<file path="src/rtl/fqp_pkg.sv">
// Shared types and constants of the FASTQ record parser.
package fqp_pkg;

    localparam int MAX_NAME_DEF = 64;
    localparam int LEN_BITS_DEF = 16;
    localparam int MODE_W       = 2;

    typedef logic [7:0]        t_byte;
    typedef logic [MODE_W-1:0] t_mode;
    typedef logic [4:0]        t_errs;

    localparam logic KIND_SCORE   = 1'b0;
    localparam logic KIND_SUMMARY = 1'b1;

    // Quality encodings selected by format_mode; the spare code decodes as the first.
    localparam t_mode MODE_SANGER   = 2'd0;
    localparam t_mode MODE_ILLUMINA = 2'd1;
    localparam t_mode MODE_SOLEXA   = 2'd2;
    localparam t_mode MODE_SPARE    = 2'd3;

    localparam t_errs ERR_NO_AT     = 5'b00001;
    localparam t_errs ERR_NO_PLUS   = 5'b00010;
    localparam t_errs ERR_NAME_DIFF = 5'b00100;
    localparam t_errs ERR_LEN_DIFF  = 5'b01000;
    localparam t_errs ERR_NAME_LONG = 5'b10000;

    localparam t_byte CH_TAB   = 8'h09;
    localparam t_byte CH_NL    = 8'h0A;
    localparam t_byte CH_CR    = 8'h0D;
    localparam t_byte CH_SPACE = 8'h20;
    localparam t_byte CH_PLUS  = 8'h2B;
    localparam t_byte CH_AT    = 8'h40;

    // One operation handed from the parser to the result stage.
    typedef struct packed {
        logic        kind;
        t_byte       data;
        logic [15:0] seq_length;
        t_errs       errors;
    } t_op;

endpackage

</file>
<file path="src/rtl/fqp_if.sv">
// Valid/ready channel interfaces for the byte input and the result output.
interface fqp_in_if;
    logic            valid;
    logic            ready;
    fqp_pkg::t_byte  in_byte;

    modport source (output valid, output in_byte, input ready);
    modport sink   (input valid, input in_byte, output ready);
endinterface

interface fqp_out_if;
    logic            valid;
    logic            ready;
    logic            result_kind;
    fqp_pkg::t_byte  score;
    logic [15:0]     seq_length;
    fqp_pkg::t_errs  error_bits;
    logic            record_ignored;
    logic            negative_seen;

    modport source (output valid, output result_kind, output score, output seq_length,
                    output error_bits, output record_ignored, output negative_seen,
                    input ready);
    modport sink   (input valid, input result_kind, input score, input seq_length,
                    input error_bits, input record_ignored, input negative_seen,
                    output ready);
endinterface

</file>
<file path="src/rtl/fastq_record_parser.sv">
// FASTQ record parser: takes one text byte per clock request and emits one result per
// quality byte plus a summary with error bits at the end of each four-line record,
// at one byte per clock while the output does not stall; a byte is taken in the same
// cycle it is offered whenever the two-entry queue in front of the result register has
// room, and its result reaches the output through that queue and the result register.
// The '+' name check reads the name RAM as the byte is taken, compares in the cycle
// after and folds a mismatch into the error bits. The name RAM needs no clearing after
// reset. Write format_mode via i_cfg_we/i_cfg_wdata while the block is idle; unchecked.
module fastq_record_parser #(
    parameter int MAX_NAME = fqp_pkg::MAX_NAME_DEF,
    parameter int LEN_BITS = fqp_pkg::LEN_BITS_DEF
) (
    input  logic           i_clk,
    input  logic           i_rst_n,
    input  logic           i_cfg_we,
    input  fqp_pkg::t_mode i_cfg_wdata,
    fqp_in_if.sink         i_in,
    fqp_out_if.source      o_out
);

    logic         push;
    fqp_pkg::t_op push_op;
    logic         q_ready;
    logic         q_valid;
    fqp_pkg::t_op q_op;
    logic         q_pop;

    fqp_front #(
        .MAX_NAME (MAX_NAME),
        .LEN_BITS (LEN_BITS)
    ) u_front (
        .i_clk     (i_clk),
        .i_rst_n   (i_rst_n),
        .i_in      (i_in),
        .i_q_ready (q_ready),
        .o_push    (push),
        .o_op      (push_op)
    );

    fqp_queue u_queue (
        .i_clk   (i_clk),
        .i_rst_n (i_rst_n),
        .i_push  (push),
        .i_op    (push_op),
        .o_ready (q_ready),
        .o_valid (q_valid),
        .o_op    (q_op),
        .i_pop   (q_pop)
    );

    fqp_back u_back (
        .i_clk       (i_clk),
        .i_rst_n     (i_rst_n),
        .i_cfg_we    (i_cfg_we),
        .i_cfg_wdata (i_cfg_wdata),
        .i_q_valid   (q_valid),
        .i_q_op      (q_op),
        .o_q_pop     (q_pop),
        .o_out       (o_out)
    );

endmodule

</file>
<file path="src/rtl/fqp_ram.sv">
// Generic single-write, single-read RAM with registered read data.
module fqp_ram #(
    parameter int WIDTH = 8,
    parameter int DEPTH = 64
) (
    input  logic                                    i_clk,
    input  logic                                    i_we,
    input  logic [((DEPTH > 1) ? $clog2(DEPTH) : 1)-1:0] i_waddr,
    input  logic [WIDTH-1:0]                        i_wdata,
    input  logic                                    i_re,
    input  logic [((DEPTH > 1) ? $clog2(DEPTH) : 1)-1:0] i_raddr,
    output logic [WIDTH-1:0]                        o_rdata
);

    logic [WIDTH-1:0] r_mem [DEPTH];
    logic [WIDTH-1:0] r_rdata;

    always_ff @(posedge i_clk) begin
        if (i_we) begin
            r_mem[i_waddr] <= i_wdata;
        end
        if (i_re) begin
            r_rdata <= r_mem[i_raddr];
        end
    end

    assign o_rdata = r_rdata;

endmodule

</file>
<file path="src/rtl/fqp_queue.sv">
// Two-entry queue between the parser and the result stage.
module fqp_queue (
    input  logic          i_clk,
    input  logic          i_rst_n,
    input  logic          i_push,
    input  fqp_pkg::t_op  i_op,
    output logic          o_ready,
    output logic          o_valid,
    output fqp_pkg::t_op  o_op,
    input  logic          i_pop
);

    fqp_pkg::t_op r_ent [2];
    logic         r_wr_ptr;
    logic         r_rd_ptr;
    logic [1:0]   r_count;
    logic         pop;

    assign o_ready = (r_count != 2'd2);
    assign o_valid = (r_count != 2'd0);
    assign o_op    = r_ent[r_rd_ptr];
    assign pop     = i_pop && o_valid;

    always_ff @(posedge i_clk) begin
        if (!i_rst_n) begin
            r_wr_ptr <= 1'b0;
            r_rd_ptr <= 1'b0;
            r_count  <= 2'd0;
        end else begin
            if (i_push) begin
                r_ent[r_wr_ptr] <= i_op;
                r_wr_ptr        <= ~r_wr_ptr;
            end
            if (pop) begin
                r_rd_ptr <= ~r_rd_ptr;
            end
            case ({i_push, pop})
                2'b10:   r_count <= r_count + 2'd1;
                2'b01:   r_count <= r_count - 2'd1;
                default: r_count <= r_count;
            endcase
        end
    end

endmodule

</file>
<file path="src/rtl/fqp_front.sv">
// Record parser: phase tracking, name store, record checks and operation issue.
module fqp_front #(
    parameter int MAX_NAME = fqp_pkg::MAX_NAME_DEF,
    parameter int LEN_BITS = fqp_pkg::LEN_BITS_DEF
) (
    input  logic          i_clk,
    input  logic          i_rst_n,
    fqp_in_if.sink        i_in,
    input  logic          i_q_ready,
    output logic          o_push,
    output fqp_pkg::t_op  o_op
);

    localparam int AW = (MAX_NAME > 1) ? $clog2(MAX_NAME) : 1;
    localparam int NW = $clog2(MAX_NAME + 1);
    localparam int CW = $clog2(MAX_NAME + 2);
    localparam int EW = (LEN_BITS > 16) ? LEN_BITS : 16;

    localparam logic [LEN_BITS-1:0] CNT_MAX = {LEN_BITS{1'b1}};

    typedef enum logic [3:0] {
        PH_NAME_WS, PH_NAME_TOK, PH_NAME_REST, PH_SEQ_WS, PH_SEQ,
        PH_PLUS_WS, PH_PLUS_TOK, PH_PLUS_REST, PH_QUAL_WS, PH_QUAL
    } t_phase;

    t_phase              r_phase,      n_phase;
    logic [NW-1:0]       r_name_len,   n_name_len;
    logic [CW-1:0]       r_cmp_idx,    n_cmp_idx;
    logic                r_plus_empty, n_plus_empty;
    logic [LEN_BITS-1:0] r_seq_cnt,    n_seq_cnt;
    logic [LEN_BITS-1:0] r_qual_cnt,   n_qual_cnt;
    fqp_pkg::t_errs      r_errs,       n_errs;
    logic                r_cmp_vld,    n_cmp_vld;
    fqp_pkg::t_byte      r_cmp_byte,   n_cmp_byte;

    logic                acc;
    fqp_pkg::t_byte      b;
    logic                nl;
    logic                ws;
    logic                name_put;
    logic                plus_put;
    logic [CW-1:0]       plus_idx;
    fqp_pkg::t_errs      base_errs;
    logic [EW-1:0]       seq_ext;
    logic [15:0]         seq16;
    logic                ram_we;
    logic                ram_re;
    logic [AW-1:0]       ram_waddr;
    logic [AW-1:0]       ram_raddr;
    fqp_pkg::t_byte      ram_rdata;

    assign i_in.ready = i_q_ready;
    assign acc        = i_in.valid && i_q_ready;
    assign b          = i_in.in_byte;
    assign nl         = (b == fqp_pkg::CH_NL);
    assign ws         = (b == fqp_pkg::CH_SPACE) ||
                        ((b >= fqp_pkg::CH_TAB) && (b <= fqp_pkg::CH_CR));
    assign ram_waddr  = r_name_len[AW-1:0];
    assign ram_raddr  = plus_idx[AW-1:0];
    assign seq_ext    = EW'(r_seq_cnt);
    assign seq16      = (seq_ext > EW'(16'hFFFF)) ? 16'hFFFF : seq_ext[15:0];

    fqp_ram #(
        .WIDTH (8),
        .DEPTH (MAX_NAME)
    ) u_name_ram (
        .i_clk   (i_clk),
        .i_we    (ram_we),
        .i_waddr (ram_waddr),
        .i_wdata (b),
        .i_re    (ram_re),
        .i_raddr (ram_raddr),
        .o_rdata (ram_rdata)
    );

    always_comb begin
        n_phase      = r_phase;
        n_name_len   = r_name_len;
        n_cmp_idx    = r_cmp_idx;
        n_plus_empty = r_plus_empty;
        n_seq_cnt    = r_seq_cnt;
        n_qual_cnt   = r_qual_cnt;
        n_cmp_vld    = 1'b0;
        n_cmp_byte   = r_cmp_byte;
        name_put     = 1'b0;
        plus_put     = 1'b0;
        plus_idx     = r_cmp_idx;
        ram_we       = 1'b0;
        ram_re       = 1'b0;
        o_push       = 1'b0;
        o_op         = '{kind: fqp_pkg::KIND_SCORE, data: b, seq_length: 16'd0,
                         errors: 5'd0};

        // The name byte read for the previous byte of the '+' line is compared here.
        base_errs = r_errs;
        if (r_cmp_vld && (ram_rdata != r_cmp_byte)) begin
            base_errs = base_errs | fqp_pkg::ERR_NAME_DIFF;
        end
        n_errs = base_errs;

        if (acc) begin
            unique case (r_phase) inside
                PH_NAME_WS: begin
                    if (!ws) begin
                        if (b != fqp_pkg::CH_AT) begin
                            n_errs   = n_errs | fqp_pkg::ERR_NO_AT;
                            name_put = 1'b1;
                        end
                        n_phase = PH_NAME_TOK;
                    end
                end
                PH_NAME_TOK: begin
                    if (nl) begin
                        n_phase = PH_SEQ_WS;
                    end else if (ws) begin
                        n_phase = PH_NAME_REST;
                    end else begin
                        name_put = 1'b1;
                    end
                end
                PH_NAME_REST: begin
                    if (nl) begin
                        n_phase = PH_SEQ_WS;
                    end
                end
                PH_SEQ_WS: begin
                    if (!ws) begin
                        n_phase = PH_SEQ;
                        if (r_seq_cnt != CNT_MAX) begin
                            n_seq_cnt = r_seq_cnt + 1'b1;
                        end
                    end
                end
                PH_SEQ: begin
                    if (nl) begin
                        n_phase = PH_PLUS_WS;
                    end else if (r_seq_cnt != CNT_MAX) begin
                        n_seq_cnt = r_seq_cnt + 1'b1;
                    end
                end
                PH_PLUS_WS: begin
                    if (!ws) begin
                        n_cmp_idx    = '0;
                        n_plus_empty = 1'b1;
                        plus_idx     = '0;
                        if (b != fqp_pkg::CH_PLUS) begin
                            n_errs   = n_errs | fqp_pkg::ERR_NO_PLUS;
                            plus_put = 1'b1;
                        end
                        n_phase = PH_PLUS_TOK;
                    end
                end
                PH_PLUS_TOK: begin
                    if (ws) begin
                        if (!r_plus_empty && (r_cmp_idx != CW'(r_name_len))) begin
                            n_errs = n_errs | fqp_pkg::ERR_NAME_DIFF;
                        end
                        n_phase = nl ? PH_QUAL_WS : PH_PLUS_REST;
                    end else begin
                        plus_put = 1'b1;
                    end
                end
                PH_PLUS_REST: begin
                    if (nl) begin
                        n_phase = PH_QUAL_WS;
                    end
                end
                PH_QUAL_WS, PH_QUAL: begin
                    if ((r_phase == PH_QUAL) && nl) begin
                        o_push = 1'b1;
                        o_op.kind       = fqp_pkg::KIND_SUMMARY;
                        o_op.data       = 8'd0;
                        o_op.seq_length = seq16;
                        o_op.errors     = base_errs |
                                          ((r_qual_cnt != r_seq_cnt) ?
                                           fqp_pkg::ERR_LEN_DIFF : 5'd0);
                        n_phase      = PH_NAME_WS;
                        n_name_len   = '0;
                        n_cmp_idx    = '0;
                        n_plus_empty = 1'b1;
                        n_seq_cnt    = '0;
                        n_qual_cnt   = '0;
                        n_errs       = '0;
                    end else if ((r_phase == PH_QUAL) || !ws) begin
                        o_push  = 1'b1;
                        n_phase = PH_QUAL;
                        if (r_qual_cnt != CNT_MAX) begin
                            n_qual_cnt = r_qual_cnt + 1'b1;
                        end
                    end
                end
                default: begin
                    n_phase = PH_NAME_WS;
                end
            endcase
        end

        if (name_put) begin
            if (r_name_len < NW'(MAX_NAME)) begin
                ram_we     = 1'b1;
                n_name_len = r_name_len + 1'b1;
            end else begin
                n_errs = n_errs | fqp_pkg::ERR_NAME_LONG;
            end
        end

        if (plus_put) begin
            n_plus_empty = 1'b0;
            if (plus_idx >= CW'(r_name_len)) begin
                n_errs = n_errs | fqp_pkg::ERR_NAME_DIFF;
            end else begin
                ram_re     = 1'b1;
                n_cmp_vld  = 1'b1;
                n_cmp_byte = b;
            end
            if (plus_idx < CW'(MAX_NAME + 1)) begin
                n_cmp_idx = plus_idx + 1'b1;
            end
        end
    end

    always_ff @(posedge i_clk) begin
        if (!i_rst_n) begin
            r_phase      <= PH_NAME_WS;
            r_name_len   <= '0;
            r_cmp_idx    <= '0;
            r_plus_empty <= 1'b1;
            r_seq_cnt    <= '0;
            r_qual_cnt   <= '0;
            r_errs       <= '0;
            r_cmp_vld    <= 1'b0;
        end else begin
            r_phase      <= n_phase;
            r_name_len   <= n_name_len;
            r_cmp_idx    <= n_cmp_idx;
            r_plus_empty <= n_plus_empty;
            r_seq_cnt    <= n_seq_cnt;
            r_qual_cnt   <= n_qual_cnt;
            r_errs       <= n_errs;
            r_cmp_vld    <= n_cmp_vld;
        end
        r_cmp_byte <= n_cmp_byte;
    end

endmodule

</file>
<file path="src/rtl/fqp_back.sv">
// Result stage: quality conversion, negative tracking and the output register.
module fqp_back (
    input  logic           i_clk,
    input  logic           i_rst_n,
    input  logic           i_cfg_we,
    input  fqp_pkg::t_mode i_cfg_wdata,
    input  logic           i_q_valid,
    input  fqp_pkg::t_op   i_q_op,
    output logic           o_q_pop,
    fqp_out_if.source      o_out
);

    // Solexa odds scale mapped to phred, in terms of the raw byte (offset 64).
    function automatic fqp_pkg::t_byte solexa_score(input fqp_pkg::t_byte byte_in);
        fqp_pkg::t_byte s;
        if (byte_in <= 8'd54) begin
            s = 8'd0;
        end else if (byte_in <= 8'd60) begin
            s = 8'd1;
        end else if (byte_in <= 8'd62) begin
            s = 8'd2;
        end else if (byte_in <= 8'd64) begin
            s = 8'd3;
        end else if (byte_in <= 8'd66) begin
            s = 8'd4;
        end else if (byte_in <= 8'd68) begin
            s = 8'd5;
        end else if (byte_in <= 8'd73) begin
            s = byte_in - 8'd63;
        end else begin
            s = byte_in - 8'd64;
        end
        return s;
    endfunction

    fqp_pkg::t_mode r_mode;
    logic           r_vld;
    logic           r_neg;
    logic           r_kind;
    fqp_pkg::t_byte r_score;
    logic [15:0]    r_seq_len;
    fqp_pkg::t_errs r_errs;
    logic           r_ignored;
    logic           r_neg_out;

    logic           pop;
    logic [8:0]     diff;
    logic           neg;
    fqp_pkg::t_byte score;

    assign pop     = i_q_valid && (!r_vld || o_out.ready);
    assign o_q_pop = pop;

    always_comb begin
        diff  = 9'd0;
        neg   = 1'b0;
        score = 8'd0;
        case (r_mode)
            fqp_pkg::MODE_ILLUMINA: begin
                diff  = {1'b0, i_q_op.data} - 9'd64;
                neg   = diff[8];
                score = neg ? 8'd0 : diff[7:0];
            end
            fqp_pkg::MODE_SOLEXA: begin
                score = solexa_score(i_q_op.data);
            end
            default: begin
                diff  = {1'b0, i_q_op.data} - 9'd33;
                neg   = diff[8];
                score = neg ? 8'd0 : diff[7:0];
            end
        endcase
    end

    always_ff @(posedge i_clk) begin
        if (!i_rst_n) begin
            r_mode <= fqp_pkg::MODE_SANGER;
            r_vld  <= 1'b0;
            r_neg  <= 1'b0;
        end else begin
            if (i_cfg_we) begin
                r_mode <= i_cfg_wdata;
            end
            if (pop) begin
                r_vld  <= 1'b1;
                r_kind <= i_q_op.kind;
                if (i_q_op.kind == fqp_pkg::KIND_SUMMARY) begin
                    r_score   <= 8'd0;
                    r_seq_len <= i_q_op.seq_length;
                    r_errs    <= i_q_op.errors;
                    r_ignored <= |i_q_op.errors;
                    r_neg_out <= r_neg;
                    r_neg     <= 1'b0;
                end else begin
                    r_score   <= score;
                    r_seq_len <= 16'd0;
                    r_errs    <= 5'd0;
                    r_ignored <= 1'b0;
                    r_neg_out <= 1'b0;
                    r_neg     <= r_neg | neg;
                end
            end else if (o_out.ready) begin
                r_vld <= 1'b0;
            end
        end
    end

    assign o_out.valid          = r_vld;
    assign o_out.result_kind    = r_kind;
    assign o_out.score          = r_score;
    assign o_out.seq_length     = r_seq_len;
    assign o_out.error_bits     = r_errs;
    assign o_out.record_ignored = r_ignored;
    assign o_out.negative_seen  = r_neg_out;

endmodule
</file>
<file path="src/flat_wrapper.sv">
// flat-port wrapper written by rule: the top's interface ports become plain ports
module fastq_record_parser_flat 
#(
    parameter int MAX_NAME = fqp_pkg::MAX_NAME_DEF,
    parameter int LEN_BITS = fqp_pkg::LEN_BITS_DEF
)
  (i_clk, i_rst_n, i_cfg_we, i_cfg_wdata, i_in_valid, i_in_in_byte, i_in_ready, o_out_valid, o_out_result_kind, o_out_score, o_out_seq_length, o_out_error_bits, o_out_record_ignored, o_out_negative_seen, o_out_ready);
  fqp_in_if i_in_i ();
  fqp_out_if o_out_i ();
  input  logic i_clk;
  input  logic i_rst_n;
  input  logic i_cfg_we;
  input  fqp_pkg::t_mode i_cfg_wdata;
  input wire logic [$bits(i_in_i.valid)-1:0] i_in_valid;
  input wire logic [$bits(i_in_i.in_byte)-1:0] i_in_in_byte;
  output wire logic [$bits(i_in_i.ready)-1:0] i_in_ready;
  output wire logic [$bits(o_out_i.valid)-1:0] o_out_valid;
  output wire logic [$bits(o_out_i.result_kind)-1:0] o_out_result_kind;
  output wire logic [$bits(o_out_i.score)-1:0] o_out_score;
  output wire logic [$bits(o_out_i.seq_length)-1:0] o_out_seq_length;
  output wire logic [$bits(o_out_i.error_bits)-1:0] o_out_error_bits;
  output wire logic [$bits(o_out_i.record_ignored)-1:0] o_out_record_ignored;
  output wire logic [$bits(o_out_i.negative_seen)-1:0] o_out_negative_seen;
  input wire logic [$bits(o_out_i.ready)-1:0] o_out_ready;
  assign i_in_i.valid = i_in_valid;
  assign i_in_i.in_byte = i_in_in_byte;
  assign i_in_ready = i_in_i.ready;
  assign o_out_valid = o_out_i.valid;
  assign o_out_result_kind = o_out_i.result_kind;
  assign o_out_score = o_out_i.score;
  assign o_out_seq_length = o_out_i.seq_length;
  assign o_out_error_bits = o_out_i.error_bits;
  assign o_out_record_ignored = o_out_i.record_ignored;
  assign o_out_negative_seen = o_out_i.negative_seen;
  assign o_out_i.ready = o_out_ready;
  fastq_record_parser #(.MAX_NAME(MAX_NAME), .LEN_BITS(LEN_BITS)) u_core (.i_clk(i_clk), .i_rst_n(i_rst_n), .i_cfg_we(i_cfg_we), .i_cfg_wdata(i_cfg_wdata), .i_in(i_in_i), .o_out(o_out_i));
endmodule
</file>
<file path="config.mk">
export PLATFORM = sky130hd
export DESIGN_NAME = fastq_record_parser_flat
export DESIGN_NICKNAME = d
export VERILOG_FILES = /design/src/rtl/fqp_pkg.sv /design/src/rtl/fqp_if.sv /design/src/rtl/fastq_record_parser.sv /design/src/rtl/fqp_ram.sv /design/src/rtl/fqp_queue.sv /design/src/rtl/fqp_front.sv /design/src/rtl/fqp_back.sv /design/src/flat_wrapper.sv
export SDC_FILE = /design/constraint.sdc
export NUM_CORES = 1
export LEC_CHECK = 0
export CAP_MARGIN = 20
export CORE_UTILIZATION = 68
export CTS_CLUSTER_SIZE = 16
export DETAILED_ROUTE_END_ITERATION = 12
export DONT_BUFFER_PORTS = 1
export PLACE_DENSITY = 0.84
export REMOVE_ABC_BUFFERS = 1
export SLEW_MARGIN = 20
export SYNTH_ARGS = -nofsm -noshare
export SYNTH_HDL_FRONTEND = slang
export SYNTH_HIERARCHICAL = 1
export SYNTH_SLANG_ARGS = --single-unit
</file>
<file path="constraint.sdc">
create_clock -name i_clk -period 10.46 [get_ports i_clk]
set_clock_uncertainty 0.1 [all_clocks]
set_input_delay 0 -clock i_clk [delete_from_list [all_inputs] [get_ports i_clk]]
set_output_delay 0 -clock i_clk [all_outputs]
set_load 0.01 [all_outputs]
</file>
## Word-level counts from Yosys, hierarchy flattened

Memories as Yosys holds them, arrays and structs flattened. A register that Yosys moved wholly into a read port is not among the register bits.
Index checks and enable logic that the tools add are counted.

| cells by class | value |
|---|---|
| add/subtract/negate cells | 10 |
| $lt $le $gt $ge | 13 |
| equal/unequal tests | 36 |
| mux-type cells | 98 |
| bitwise logic cells | 5 |
| reduce and logical (&&, ||, !) cells | 30 |

Operator list:

| operator | count |
|---|---|
| two-way mux 16 bit | 8 |
| two-way mux 30 bit | 3 |
| two-way mux 7 bit | 12 |
| two-way mux 8 bit | 9 |
| two-way mux 4 bit | 13 |
| case mux 16 bit (3 select lines) | 1 |
| case mux 4 bit (9 select lines) | 1 |
| adder 16 x 1 -> 16 bit, second input constant | 2 |
| <= comparator 8 x 7 -> 1 bit, second input constant | 4 |
| two-way mux 1 bit | 32 |
| != test 16 bit, second input constant | 2 |
| <= comparator 8 x 6 -> 1 bit, second input constant | 3 |
| two-way mux 5 bit | 4 |
| != test 2 bit, second input constant | 10 |
| case mux 5 bit (4 select lines) | 1 |
| equality test 4 x 3 -> 1 bit, second input constant | 4 |
| > comparator 16 bit, second input constant | 1 |
| != test 16 bit | 1 |
| case mux 8 bit (2 select lines) | 1 |
| two-way mux 3 bit | 5 |
| adder 7 x 1 -> 7 bit, second input constant | 2 |
| less-than comparator 7 bit, second input constant | 2 |
| case mux 7 bit (2 select lines) | 1 |
| != test 3 bit, second input constant | 4 |
| other kinds (38) | 66 |

| word-level totals | value |
|---|---|
| register bits | 105 |
| RAM bits | 572 |
| input bits | 15 |
| logic and storage cells | 215 |
| memories | 2 |

Memories:

| name | words | bits a word | rd ports | clocked after Yosys merged registers in | wr ports | RTL line | text |
|---|---|---|---|---|---|---|---|
| u_core.u_front.u_name_ram.r_mem | 64 | 8 | 1 | 1 | 1 | fqp_ram.sv:15 | `logic [WIDTH-1:0] r_mem [DEPTH];` |
| u_core.u_queue.r_ent | 2 | 30 | 1 | 1 | 1 | fqp_queue.sv:13 | `fqp_pkg::t_op r_ent [2];` |

## Longest topological paths before layout

Gate-level depths: netlist of run 1.

| logic depth | value |
|---|---|
| depth after elaboration | 12 |
| gate-level depth with buffers | 16 |
| mapped depth without buffers | 13 |

## Cells and area by module

Netlist of run 1, hierarchy kept.

Modules (own cells, without submodules):

| module | times used | cells each | area each (sq um) | sequential area each (sq um) |
|---|---|---|---|---|
| fqp_ram | 1 | 967 | 20318.2 | 15615.0 |
| fqp_front | 1 | 512 | 4275.4 | 1361.3 |
| fqp_queue | 1 | 117 | 2384.8 | 1901.8 |
| fqp_back | 1 | 233 | 2314.7 | 1041.0 |

## Worst setup path after synthesis of run 1

Ideal clock, no wire load.

| timing | value |
|---|---|
| path kind | reg2reg |
| from | register u_core.u_front.r_phase[0] |
| to | register u_core.u_front.r_cmp_byte[0] (enable) |
| setup time | 0.391 ns |
| arrival | 2.989 ns |
| data required time | 9.969 ns |
| setup slack | 6.980 ns |
| cell stages (with the launch flop) | 11 |
| path buffers | 2 |
| path through | dfxtp_1 buf_4 clkbuf_1 nand3b_1 nor2_1 nand2_1 and2_1 ha_1 a2111oi_0 a21oi_1 nor2b_1 |

| on the way | value |
|---|---|
| word-level cells in the longest chain between the ends | 6 |
| elaborated cells between the ends (all ways) | 9 |

Ends and longest elaborated chain:

| item | RTL line | text |
|---|---|---|
| start, declared | fqp_front.sv:26 | `t_phase r_phase, n_phase;` |
| start signal, assigned | fqp_front.sv:233 | `r_phase <= n_phase;` |
| equality test 4 x 3 -> 1 bit (no source line) | - |  |
| two-way mux 7 bit | fqp_front.sv:102 | `unique case (r_phase) inside` |
| two-way mux 7 bit | fqp_front.sv:101 | `if (acc) begin` |
| net u_core.u_front.plus_idx[4] | fqp_front.sv:42 | `logic [CW-1:0] plus_idx;` |
| greater-or-equal comparator 7 bit | fqp_front.sv:209 | `if (plus_idx >= CW'(r_name_len)) begin` |
| NOT 1 bit (no source line) | - |  |
| AND reduction 2 bit (no source line) | - |  |
| end signal, assigned | fqp_front.sv:242 | `r_cmp_byte <= n_cmp_byte;` |
| end, declared | fqp_front.sv:34 | `fqp_pkg::t_byte r_cmp_byte, n_cmp_byte;` |

The timed path passes the listed nets, and every way through them passes these cells.
A chain may end at the register's enable or synchronous reset.

## Worst setup path after layout of run 1

| timing | value |
|---|---|
| from | input port i_in_in_byte[0] |
| to | register u_core.u_front.u_name_ram.r_rdata[0], in the netlist u_core/u_front/u_name_ram/o_rdata[0] (read register of u_core.u_front.u_name_ram.r_mem) (data pin) |

| on the way | value |
|---|---|
| word-level cells in the longest chain between the ends | 9 |
| elaborated cells between the ends (all ways) | 17 |

Ends and longest elaborated chain:

| item | RTL line | text |
|---|---|---|
| start, declared | flat_wrapper.sv:15 | `input wire logic [$bits(i_in_i.in_byte)-1:0] i_in_in_byte;` |
| greater-or-equal comparator 8 x 4 -> 1 bit or <= comparator 8 x 4 -> 1 bit (tied branches) | fqp_front.sv:57 | `((b >= fqp_pkg::CH_TAB) && (b <= fqp_pkg::CH_CR));` |
| logical AND 1 bit | fqp_front.sv:57 |  |
| logical OR 1 bit (*) | fqp_front.sv:56 | `assign ws = (b == fqp_pkg::CH_SPACE) \|\|` |
| two-way mux 7 bit (*) | fqp_front.sv:142 | `if (!ws) begin` |
| two-way mux 7 bit (*) | fqp_front.sv:102 |  |
| two-way mux 7 bit (*) | fqp_front.sv:101 |  |
| net u_core.u_front.plus_idx[0] | fqp_front.sv:42 |  |
| greater-or-equal comparator 7 bit | fqp_front.sv:209 |  |
| two-way mux 1 bit | fqp_front.sv:209 |  |
| two-way mux 1 bit | - |  |
| end, declared | fqp_ram.sv:16 | `logic [WIDTH-1:0] r_rdata;` |

Mark *: on every way through the listed nets, which the timed path passes. The rest lies on a longest branch.

==> impl_metrics.json, run 1 <==
{
  "fp.dieW_um": 209.6,
  "netlist_area_um2": 29290,
  "cts_root_buffer": "clkbuf_16",
  "postCtsSetupBuffers": 0,
  "holdBufCountCts": 24,
  "wire_per_inst_um": 27.71,
  "power.leakage_nw": 9.679,
  "async_flop_share": 0,
  "fmax_mhz": 177.8,
  "clock-sinks": 685,
  "maxCapViolCount": 0,
  "setup_tns_ns": 0,
  "rsz0062_at_grt": "false",
  "drc": 0,
  "cp_slowest_cell": "dlygate4sd3_1",
  "seq_area_frac_synth": 0.6800,
  "critPathCaptureType": "flip-flop",
  "ios": 49,
  "setup_viol": 0,
  "drt_iter0_drc": 2219,
  "cpMostUsedCell": "nand2_1",
  "cpLargestDelayFamily": "buffers and inverters",
  "grtUsageTotal": 0.3126,
  "layout_common_cells": "620 x edfxtp_1, 126 x nor2_1, 119 x mux4_2",
  "portBuffers": 0,
  "powerDensity_nw_per_um2": 170.0,
  "drive_gt1_frac": 0.1584,
  "tritoncts": "built",
  "path_buf_inv": 5,
  "cts_htree_levels": 3,
  "met2_length_um": 32620,
  "maxSlewViolCount": 0,
  "clk_latency_ns": 0.59,
  "synthCells": 1829,
  "fin_nets": 1870,
  "post-route-period-util": 0.5376,
  "cts_resized": 0,
  "layout_commonest_cell": "edfxtp_1",
  "dp_hpwl_um": 38990,
  "place_congestion": 0.8980,
  "critPathKind": "in2reg",
  "max_slew_margin": 0.2336,
  "critical-path-max-stage-delay_ns": 0.75,
  "wl_met1_um": 24770,
  "overflow": 0,
  "period_needed_ns": 5.623,
  "power_mw": 5.430,
  "synth_area_per_cell_um2": 16.02,
  "yosysWarnings": 6,
  "clkTransAtPathRegs_ns": 0.06,
  "antenna_found_initial": 2,
  "ys_ff_latch": 685,
  "synth_edf_count": 620,
  "vias": 17000,
  "wl_met3_um": 6968,
  "crit_required_ns": 10.69,
  "cp_max_fo": 72,
  "syn2layout_area_growth_pct": 9.038,
  "clockBufferDepth": 3,
  "min_path_type": "in2reg",
  "row_count": 75,
  "grt_pass1_vias": 16470,
  "drt_pass1_iterations": 6,
  "via_per_inst": 7.020,
  "path_cells": "dlygate4sd3_1 > buf_16 > nor4_1 > and4b_2 > nor3_1 > nand2_1 > nand2_1 > inv_8 > buf_4 > buf_4 > mux4_2 > a22oi_1 > nand2_1 > a221o_1",
  "report.final.hold_viol_count": 0,
  "initial_core_util": 0.6937,
  "die_h_um": 209.6,
  "outcome": "complete, no violations",
  "arrival_ns": 5.86,
  "grt_max_degree": 75,
  "core_area_um2": 42230,
  "cts-buffers-inserted": 66,
  "dieArea_um2": 43910,
  "netlist-cell-type-count": 104,
  "worst_pin_slew_ns": 1.145,
  "grt_pass1_wl_um": 100300,
  "topRoutingLayerUsed": "met4",
  "worst_setup_path_start_kind": "input pin",
  "drtAntennaViolNets": 0,
  "ys.flop_type": "edfxtp_1",
  "drt-total-wl_um": 67090,
  "ir_drop_mv": 0.2246
}
-- synth_stat cells, types with 6 or more instances --
cell type | number | area, µm²
xor2_1 | 14 | 122.6
or4_1 | 6 | 45.04
a21oi_1 | 56 | 280.3
nand2_1 | 75 | 281.5
nand3_1 | 40 | 200.2
nor4_1 | 11 | 68.82
nand4_1 | 24 | 150.1
nand2b_1 | 11 | 68.82
a31oi_1 | 15 | 93.84
a22o_1 | 6 | 52.55
mux2_2 | 8 | 90.09
o221ai_1 | 7 | 61.31
o21a_1 | 9 | 67.56
xnor2_1 | 33 | 289.0
dfxtp_1 | 65 | 1301
buf_4 | 6 | 45.04
mux4_2 | 119 | 2680
mux2i_1 | 39 | 390.4
nor3_1 | 26 | 130.1
a22oi_1 | 19 | 142.6
nor2_1 | 127 | 476.7
o22ai_1 | 23 | 143.9
and3_1 | 9 | 56.30
edfxtp_1 | 620 | 18620
or3_1 | 21 | 131.4
inv_1 | 38 | 142.6
o21ai_0 | 35 | 175.2
and2_1 | 55 | 344.1
mux2_1 | 30 | 337.8
buf_6 | 13 | 146.4
ha_1 | 23 | 287.8
clkbuf_1 | 59 | 221.5
nor2b_1 | 27 | 168.9
buf_2 | 19 | 95.09
o211ai_1 | 6 | 45.04
-- area by class of cell --
class	instances	area (µm²)
Antenna cell	1	2.502
Clock buffer	83	1789
Clock inverter	34	262.8
Fill cell	2253	10290
Inverter	39	153.9
Multi-Input combinational cell	995	8601
Sequential cell	685	19920
Tap cell	539	674.4
Timing Repair Buffer	45	538.0
-- routing by layer --
layer,GRT usage,up-vias
met2,0.4967,1114
met5,0,-
met4,0.1279,0
met3,0.05985,187
met1,0.4336,8496
li1,-,7198
-- path summary, 6_finish.rpt --
check	startpoint	endpoint	slack, ns	depth (start not counted)
setup / recovery	i_in_in_byte[0]	u_core/u_front/u_name_ram/o_rdata[0]	4.84	14
hold / removal	i_in_in_byte[5]	u_core/u_front/r_cmp_idx[1]	0.05	5
setup reg to reg	u_core/u_queue/r_count[0]	u_core/u_front/u_name_ram/o_rdata[0]	5.32	12
hold reg to reg	u_core/u_back/r_neg	u_core/u_back/r_neg	0.39	2
-- worst register-to-register path: cells and delay by family (launching register included) --
| kind | cells | cell delay, ns |
|---|---|---|
| and+or+nand+nor | 6 | 1.24 |
| AOI/OAI and AO/OA | 2 | 0.63 |
| buffers and inverters | 3 | 1.97 |
| muxes | 1 | 0.60 |
| DFF | 1 | 0.35 |
-- power breakdown --
part	total, mW	internal, mW	switching [mW]
sequential	3.00	2.99	0.0158
combinational	0.149	0.0493	0.0996
clock	2.28	1.29	0.986
-- cell families (layout without fill, tap and decap cells) --
group                    count (synthesis)  after routing  share of synthesized area
flip-flops                             685            685                     0.6800
AND/OR/NAND/NOR                        485            485                    0.09012
AO/OA/AOI/OAI                          244            244                    0.05971
multiplexers                           196            196                     0.1194
buffers and inverters                  149            201                    0.02687
XOR/XNOR                                47             47                    0.01405
adder cells (fa/ha/maj)                 23             23                   0.009824
other                                    0              1                          0
-- registers in the layout, summed over array words and instances, names as in the netlist, 8 cells and up, named ones only --
name and count:
u_core/u_front/u_name_ram/r_mem 512, u_core/u_front/r_cmp_byte 8, u_core/u_front/r_seq_cnt 16, u_core/u_back/o_out.seq_length 16, u_core/u_front/r_qual_cnt 16, u_core/u_queue/r_ent 60
u_core/u_front/u_name_ram/o_rdata 8, u_core/u_back/o_out.score 8
-- per-stage QoR --
| stage | cells | util | setup WS, ns | instance area, µm² | hold WS, ns |
|---|---|---|---|---|---|
| after detailed placement | 2278 | 0.6985 | 5.311 | 29500 | -0.007444 |
| after global placement | 2278 | 0.6985 | 5.365 | 29500 | -0.005671 |
| final | 2421 | 0.7564 | 4.837 | 31940 | 0.05464 |
| after floorplan | 1719 | - | 2.770 | 28650 | -0.02377 |
| after global routing | 2420 | 0.7563 | 4.420 | 31940 | 0.07590 |
| after CTS | 2419 | 0.7561 | 4.830 | 31930 | 0.01568 |
(Power assumes the default switching activity.)
==> run 2: changes to the inputs <==
CORE_UTILIZATION = 64   (was 68)
PLACE_DENSITY = 0.8   (was 0.84)
clock period = 5.3 ns   (was 10.46 ns; I/O delays follow)
==> run 2 against run 1 <==
  * Critical path depth fell by 1
  * Highest routed layer unchanged
  * Sequential power rose by 97%
  * Worst hold slack got worse by 0.0042 ns
  * Register-to-register slack got worse by 4.5 ns
  * Die area rose by 6.2%
  * Via count fell by 0.18%
  * First-iteration DRC count rose by 1.4%
  * Design area rose by 0.81%
  * Wire length rose by 0.28%
  * Non-clock buffer count rose by 8
==> impl_metrics.json, run 2 (synthesis gave the netlist of run 1 again) <==
{
  "reg_top3": "u_core/u_front/u_name_ram/r_mem (512), u_core/u_queue/r_ent (60)",
  "drc": 0,
  "cp_max_fo": 88,
  "clk_latency_ns": 0.61,
  "dpl_cell_area_um2": 29670,
  "rsz0062_at_grt": "false",
  "topRoutingLayerUsed": "met4",
  "cts_root_buffer": "clkbuf_16",
  "r2r_setup_slack_ns": 0.78,
  "syn2layout_area_growth_pct": 9.927,
  "layout_common_cells": "620 x edfxtp_1, 126 x nor2_1, 119 x mux4_2",
  "grtUsageTotal": 0.2937,
  "cts_htree_levels": 3,
  "reg2reg_to": "u_core/u_front/u_name_ram/o_rdata[5]",
  "fp.dieW_um": 215.9,
  "setup_tns_ns": 0,
  "initial_core_util": 0.6469,
  "r2r-start": "u_core/u_queue/r_count[0]",
  "core_area_um2": 45280,
  "ios": 49,
  "cts_resized": 0,
  "dp.cells": 2348,
  "worst_pin_slew_ns": 1.126,
  "post-route-period-util": 0.9034,
  "critPathKind": "in2reg",
  "wire_per_inst_um": 26.95,
  "arrival_ns": 5.03,
  "maxCapViolCount": 0,
  "clkTransAtPathRegs_ns": 0.06,
  "die_h_um": 215.9,
  "clock-sinks": 685,
  "critPathCaptureType": "flip-flop",
  "grt_pass1_vias": 16380,
  "tritoncts": "built",
  "powerDensity_nw_per_um2": 338.8,
  "stdcell_count": 2496,
  "report.final.hold_viol_count": 0,
  "min_path_type": "in2reg",
  "via_per_inst": 6.797,
  "top_register": "u_core/u_front/u_name_ram/r_mem",
  "drive_gt1_frac": 0.1605,
  "met2_length_um": 32580,
  "startpoint": "i_in_in_byte[6]",
  "dp_hpwl_um": 37830,
  "maxSlewViolCount": 0,
  "period_needed_ns": 4.788,
  "r2r_cells": 11,
  "crit_end": "u_core/u_front/u_name_ram/o_rdata[5]",
  "antenna_found_initial": 1,
  "drt_pass1_iterations": 7,
  "dieArea_um2": 46630,
  "row_count": 78,
  "vias": 16970,
  "power.leakage_nw": 9.792,
  "wl_met3_um": 6594,
  "worst_setup_path_start_kind": "input pin",
  "portBuffers": 0,
  "largest_reg_flops": 512,
  "fin_nets": 1879,
  "place_congestion": 0.9267,
  "grt_max_degree": 89,
  "grt_pass1_wl_um": 101300,
  "fin_util": 0.7111,
  "drtAntennaViolNets": 0,
  "drt-total-wl_um": 67270,
  "wl_met1_um": 25850,
  "cts-buffers-inserted": 67,
  "final_area_um2": 32200,
  "fmax_mhz": 208.8,
  "layout_commonest_cell": "edfxtp_1",
  "clockBufferDepth": 3,
  "overflow": 0,
  "setup_viol": 0,
  "ir_drop_mv": 0.3722,
  "max_slew_margin": 0.2467,
  "outcome": "complete, no violations",
  "drt_iter0_drc": 2250,
  "crit_required_ns": 5.54
}
[run 2: changes by cell type in the layout (fill, tap and decap cells not counted)]
cell        change
clkbuf_1        +4
clkinv_2        -1
buf_4           +6
bufinv_16       +3
buf_12          +2
inv_16          +1
inv_6           +2
clkinvlp_4      -7
diode_2         +1
clkinv_1        +3
[run 2: critical path: stages]
cell and delay, ns:
dlygate4sd3_1 0.60, buf_16 0.22, or4b_4 0.64, a2111oi_4 0.29
nor3_1 0.19, nand2_1 0.22, nand2_1 0.20, inv_8 0.67
mux4_2 0.60, nor2b_1 0.15, a2111oi_0 0.66, nor3_1 0.21
a22o_1 0.26
[run 2: metal layers]
layer,vias up,GRT usage
met5,-,0
met4,0,0.1080
met3,152,0.05159
met2,1029,0.4681
met1,8564,0.4119
li1,7220,-
[run 2: power breakdown]
part / switching (mW) / total, mW / leakage (nW) / internal [mW]
Sequential: 0.0226 / 5.92 / 5.98 / 5.90
Combinational: 0.207 / 0.305 / 2.76 / 0.0982
Clock: 1.97 / 4.69 / 1.06 / 2.71
Total: 2.20 / 10.9 / 9.79 / 8.71
[run 2: area by class of cell]
| cell class | instances | area (µm²) |
|---|---|---|
| fill | 2736 | 13080 |
| antenna | 2 | 5.005 |
| clock inverter | 35 | 344.1 |
| sequential | 685 | 19920 |
| clock buffer | 87 | 1804 |
| timing repair buffer | 53 | 623.1 |
| inverter | 39 | 153.9 |
| tap | 600 | 750.7 |
| multi-input combinational | 995 | 8601 |
[run 2: how the worst min path moves through the flow]
stage / endpoint / start / cells past startpoint
after floorplan: u_core/u_front/r_plus_empty / i_rst_n / 1
after global placement: u_core/u_front/r_plus_empty / i_rst_n / 1
after detailed placement: u_core/u_front/u_name_ram/r_mem[35][7] / i_in_in_byte[7] / 0
after CTS: u_core/u_back/r_mode[1] / i_cfg_we / 3
after global routing: u_core/u_back/r_mode[0] / i_cfg_we / 3
final: u_core/u_front/r_errs[2] / i_in_in_byte[1] / 5
[run 2: what timing repair did]
| item | in CTS | in global routing |
|---|---|---|
| hold endpoints to repair | 692 | 0 |
| setup buffers | 0 | 0 |
| hold buffers | 24 | 0 |
[run 2: stage by stage]
stage / power [mW] / setup slack [ns] / hold WS (ns)
global route: 11.19 / 0.2537 / 0.07476
global placement: 6.218 / 1.029 / -0.009062
floorplan: 6.167 / -2.390 / -0.02377
detailed placement: 6.225 / 0.9808 / 0.001138
CTS: 10.96 / 0.6500 / 0.02256
finish: 10.91 / 0.5118 / 0.05041
==> run 3: changes to the inputs <==
CORE_UTILIZATION = 45   (was 64)
CTS_CLUSTER_SIZE = default   (was 16)
PLACE_DENSITY = default   (was 0.8)
==> run 3 against run 2 <==
  * Non-clock buffer count increased by 12
  * Design area increased by 1.9%
  * Critical endpoint is now u_core/u_front/u_name_ram/o_rdata[2]
  * Sequential cell count unchanged
  * Highest routed layer unchanged
  * Largest cell class unchanged
  * Clock-buffer cell count decreased by 2
  * First-iteration DRC count decreased by 32%
  * Sequential share of layout area decreased by 1.2 points
  * Worst hold slack got worse by 0.0065 ns
  * Global-route usage decreased by 8.9 points
  * Register-to-register slack improved by 0.21 ns
  * Setup slack improved by 0.19 ns
==> impl_metrics.json, run 3 (synthesis gave the netlist of run 1 again) <==
{
  "crit_required_ns": 5.57,
  "die_h_um": 257.1,
  "tritoncts": "built",
  "drive_gt1_frac": 0.1692,
  "power.leakage_nw": 9.944,
  "layout_common_cells": "620 x edfxtp_1, 126 x nor2_1, 119 x mux4_2",
  "cpMostUsedCell": "nand2_1",
  "wire_per_inst_um": 23.94,
  "rsz0062_at_grt": "false",
  "arrival_ns": 4.87,
  "ios": 49,
  "critical-path-max-stage-delay_ns": 0.72,
  "wl_met1_um": 29430,
  "clkTransAtPathRegs_ns": 0.06,
  "antenna_found_initial": 1,
  "outcome": "complete, no violations",
  "syn2layout_area_growth_pct": 12.07,
  "place_congestion": 0.8678,
  "largest_reg_flops": 512,
  "dp.cells": 2614,
  "internal_power_mw": 8.857,
  "critPathKind": "in2reg",
  "maxCapViolCount": 0,
  "max_slew_margin": 0.2938,
  "clock-sinks": 685,
  "fmax_mhz": 217.3,
  "top_register": "u_core/u_front/u_name_ram/r_mem",
  "grtUsageTotal": 0.2043,
  "grt_pass1_wl_um": 102300,
  "path_cells": "dlygate4sd3_1 > buf_16 > or4b_4 > a2111oi_4 > nor3_1 > nand2_1 > nand2_1 > inv_8 > buf_12 > buf_4 > mux4_2 > a22oi_1 > nand2_1 > a221o_1",
  "report.final.hold_viol_count": 0,
  "min_path_type": "in2reg",
  "holdWs_ns": 0.04392,
  "fin_nets": 1897,
  "power.share.sequential": 0.528,
  "cts_htree_levels": 3,
  "cp_slowest_cell": "dlygate4sd3_1",
  "met2_length_um": 31880,
  "layout_commonest_cell": "edfxtp_1",
  "diodes": 0,
  "overflow": 0,
  "p_sw_frac": 0.2094,
  "pwr-share-comb": 0.028,
  "fp.dieW_um": 257.1,
  "wl_met3_um": 3555,
  "drc": 0,
  "topRoutingLayerUsed": "met4",
  "portBuffers": 0,
  "clockBufferDepth": 3,
  "stdcell_count": 2770,
  "drtAntennaViolNets": 0,
  "cp_max_fo": 72,
  "path_buf_inv": 5,
  "dieArea_um2": 66120,
  "dp_hpwl_um": 40540,
  "clock_power_share": 0.444,
  "post-route-period-util": 0.8684,
  "power_mw": 11.20,
  "grt_max_degree": 76,
  "maxSlewViolCount": 0,
  "cpLargestDelayFamily": "buffers and inverters",
  "grt_pass1_vias": 16250,
  "setup_viol": 0,
  "reg_top3": "u_core/u_front/u_name_ram/r_mem (512), u_core/u_queue/r_ent (60)",
  "powerDensity_nw_per_um2": 341.3,
  "worst_pin_slew_ns": 1.056,
  "row_count": 93,
  "cts_root_buffer": "clkbuf_16",
  "critPathCaptureType": "flip-flop",
  "cts-buffers-inserted": 73,
  "drt_iter0_drc": 1532,
  "worst_setup_path_start_kind": "input pin",
  "vias": 16280,
  "period_needed_ns": 4.603,
  "postCtsSetupBuffers": 0,
  "clk_latency_ns": 0.62,
  "ir_drop_mv": 0.2538,
  "via_per_inst": 5.879,
  "drt_pass1_iterations": 8,
  "drt-total-wl_um": 66330,
  "switchingPower_mw": 2.346,
  "initial_core_util": 0.4552,
  "core_area_um2": 64350
}
==> run 3: stage by stage <==
step / instance area [µm²] / TNS (ns) / util / setup slack (ns)
floorplan: 28650 / -34.08 / - / -2.390
finish: 32830 / 0 / 0.5102 / 0.6972
global route: 32830 / 0 / 0.5102 / 0.4310
CTS: 32830 / 0 / 0.5102 / 0.6678
global placement: 30090 / 0 / 0.4676 / 1.135
detailed placement: 30090 / 0 / 0.4676 / 1.067
==> run 3: power groups by stage <==
stage / Clock (mW) / Combinational (mW) / Sequential (mW)
floorplan: 0 / 0.135 / 6.03
global placement: 0 / 0.192 / 6.03
CTS: 5.09 / 0.310 / 5.92
finish: 4.98 / 0.308 / 5.92
global route: 5.28 / 0.336 / 5.92
detailed placement: 0 / 0.195 / 6.03
==> run 3: layout make-up <==
| class | instances | area (µm²) |
|---|---|---|
| flip-flops and latches | 685 | 19920 |
| well taps | 855 | 1070 |
| inverters | 39 | 153.9 |
| fillers | 5218 | 31520 |
| clock buffers | 85 | 1914 |
| multi-input cells | 995 | 8606 |
| clock inverters | 46 | 436.7 |
| repair buffers | 65 | 728.2 |
==> run 3: tightest hold or removal path: cells and delay by family <==
kind	cells	cell delay, ns
and+or+nand+nor	4	0.57
AOI/OAI and AO/OA	1	0.13
==> run 3: timing repair <==
| action | CTS | global route |
|---|---|---|
| gates resized for setup | 0 | 0 |
| hold buffers | 25 | 0 |
| hold endpoints to repair | 693 | 0 |
| setup endpoints to repair | 0 | 0 |
==> run 3: final timing paths <==
kind                             start                                     end  slack [ns]  depth (start not counted)
max                    i_in_in_byte[6]    u_core/u_front/u_name_ram/o_rdata[2]        0.70                         14
min                    i_in_in_byte[5]                u_core/u_front/r_errs[4]        0.04                          5
max reg2reg  u_core/u_front/r_phase[0]  u_core/u_front/u_name_ram/r_mem[26][5]        0.99                          7
min reg2reg        u_core/u_back/r_neg                     u_core/u_back/r_neg        0.38                          2
==> run 3: routing by layer <==
layer / track usage / vias to the layer above
met4: 0.05936 / 0
met5: 0 / -
met1: 0.2874 / 8372
met2: 0.3263 / 533
met3: 0.03556 / 106
li1: - / 7273
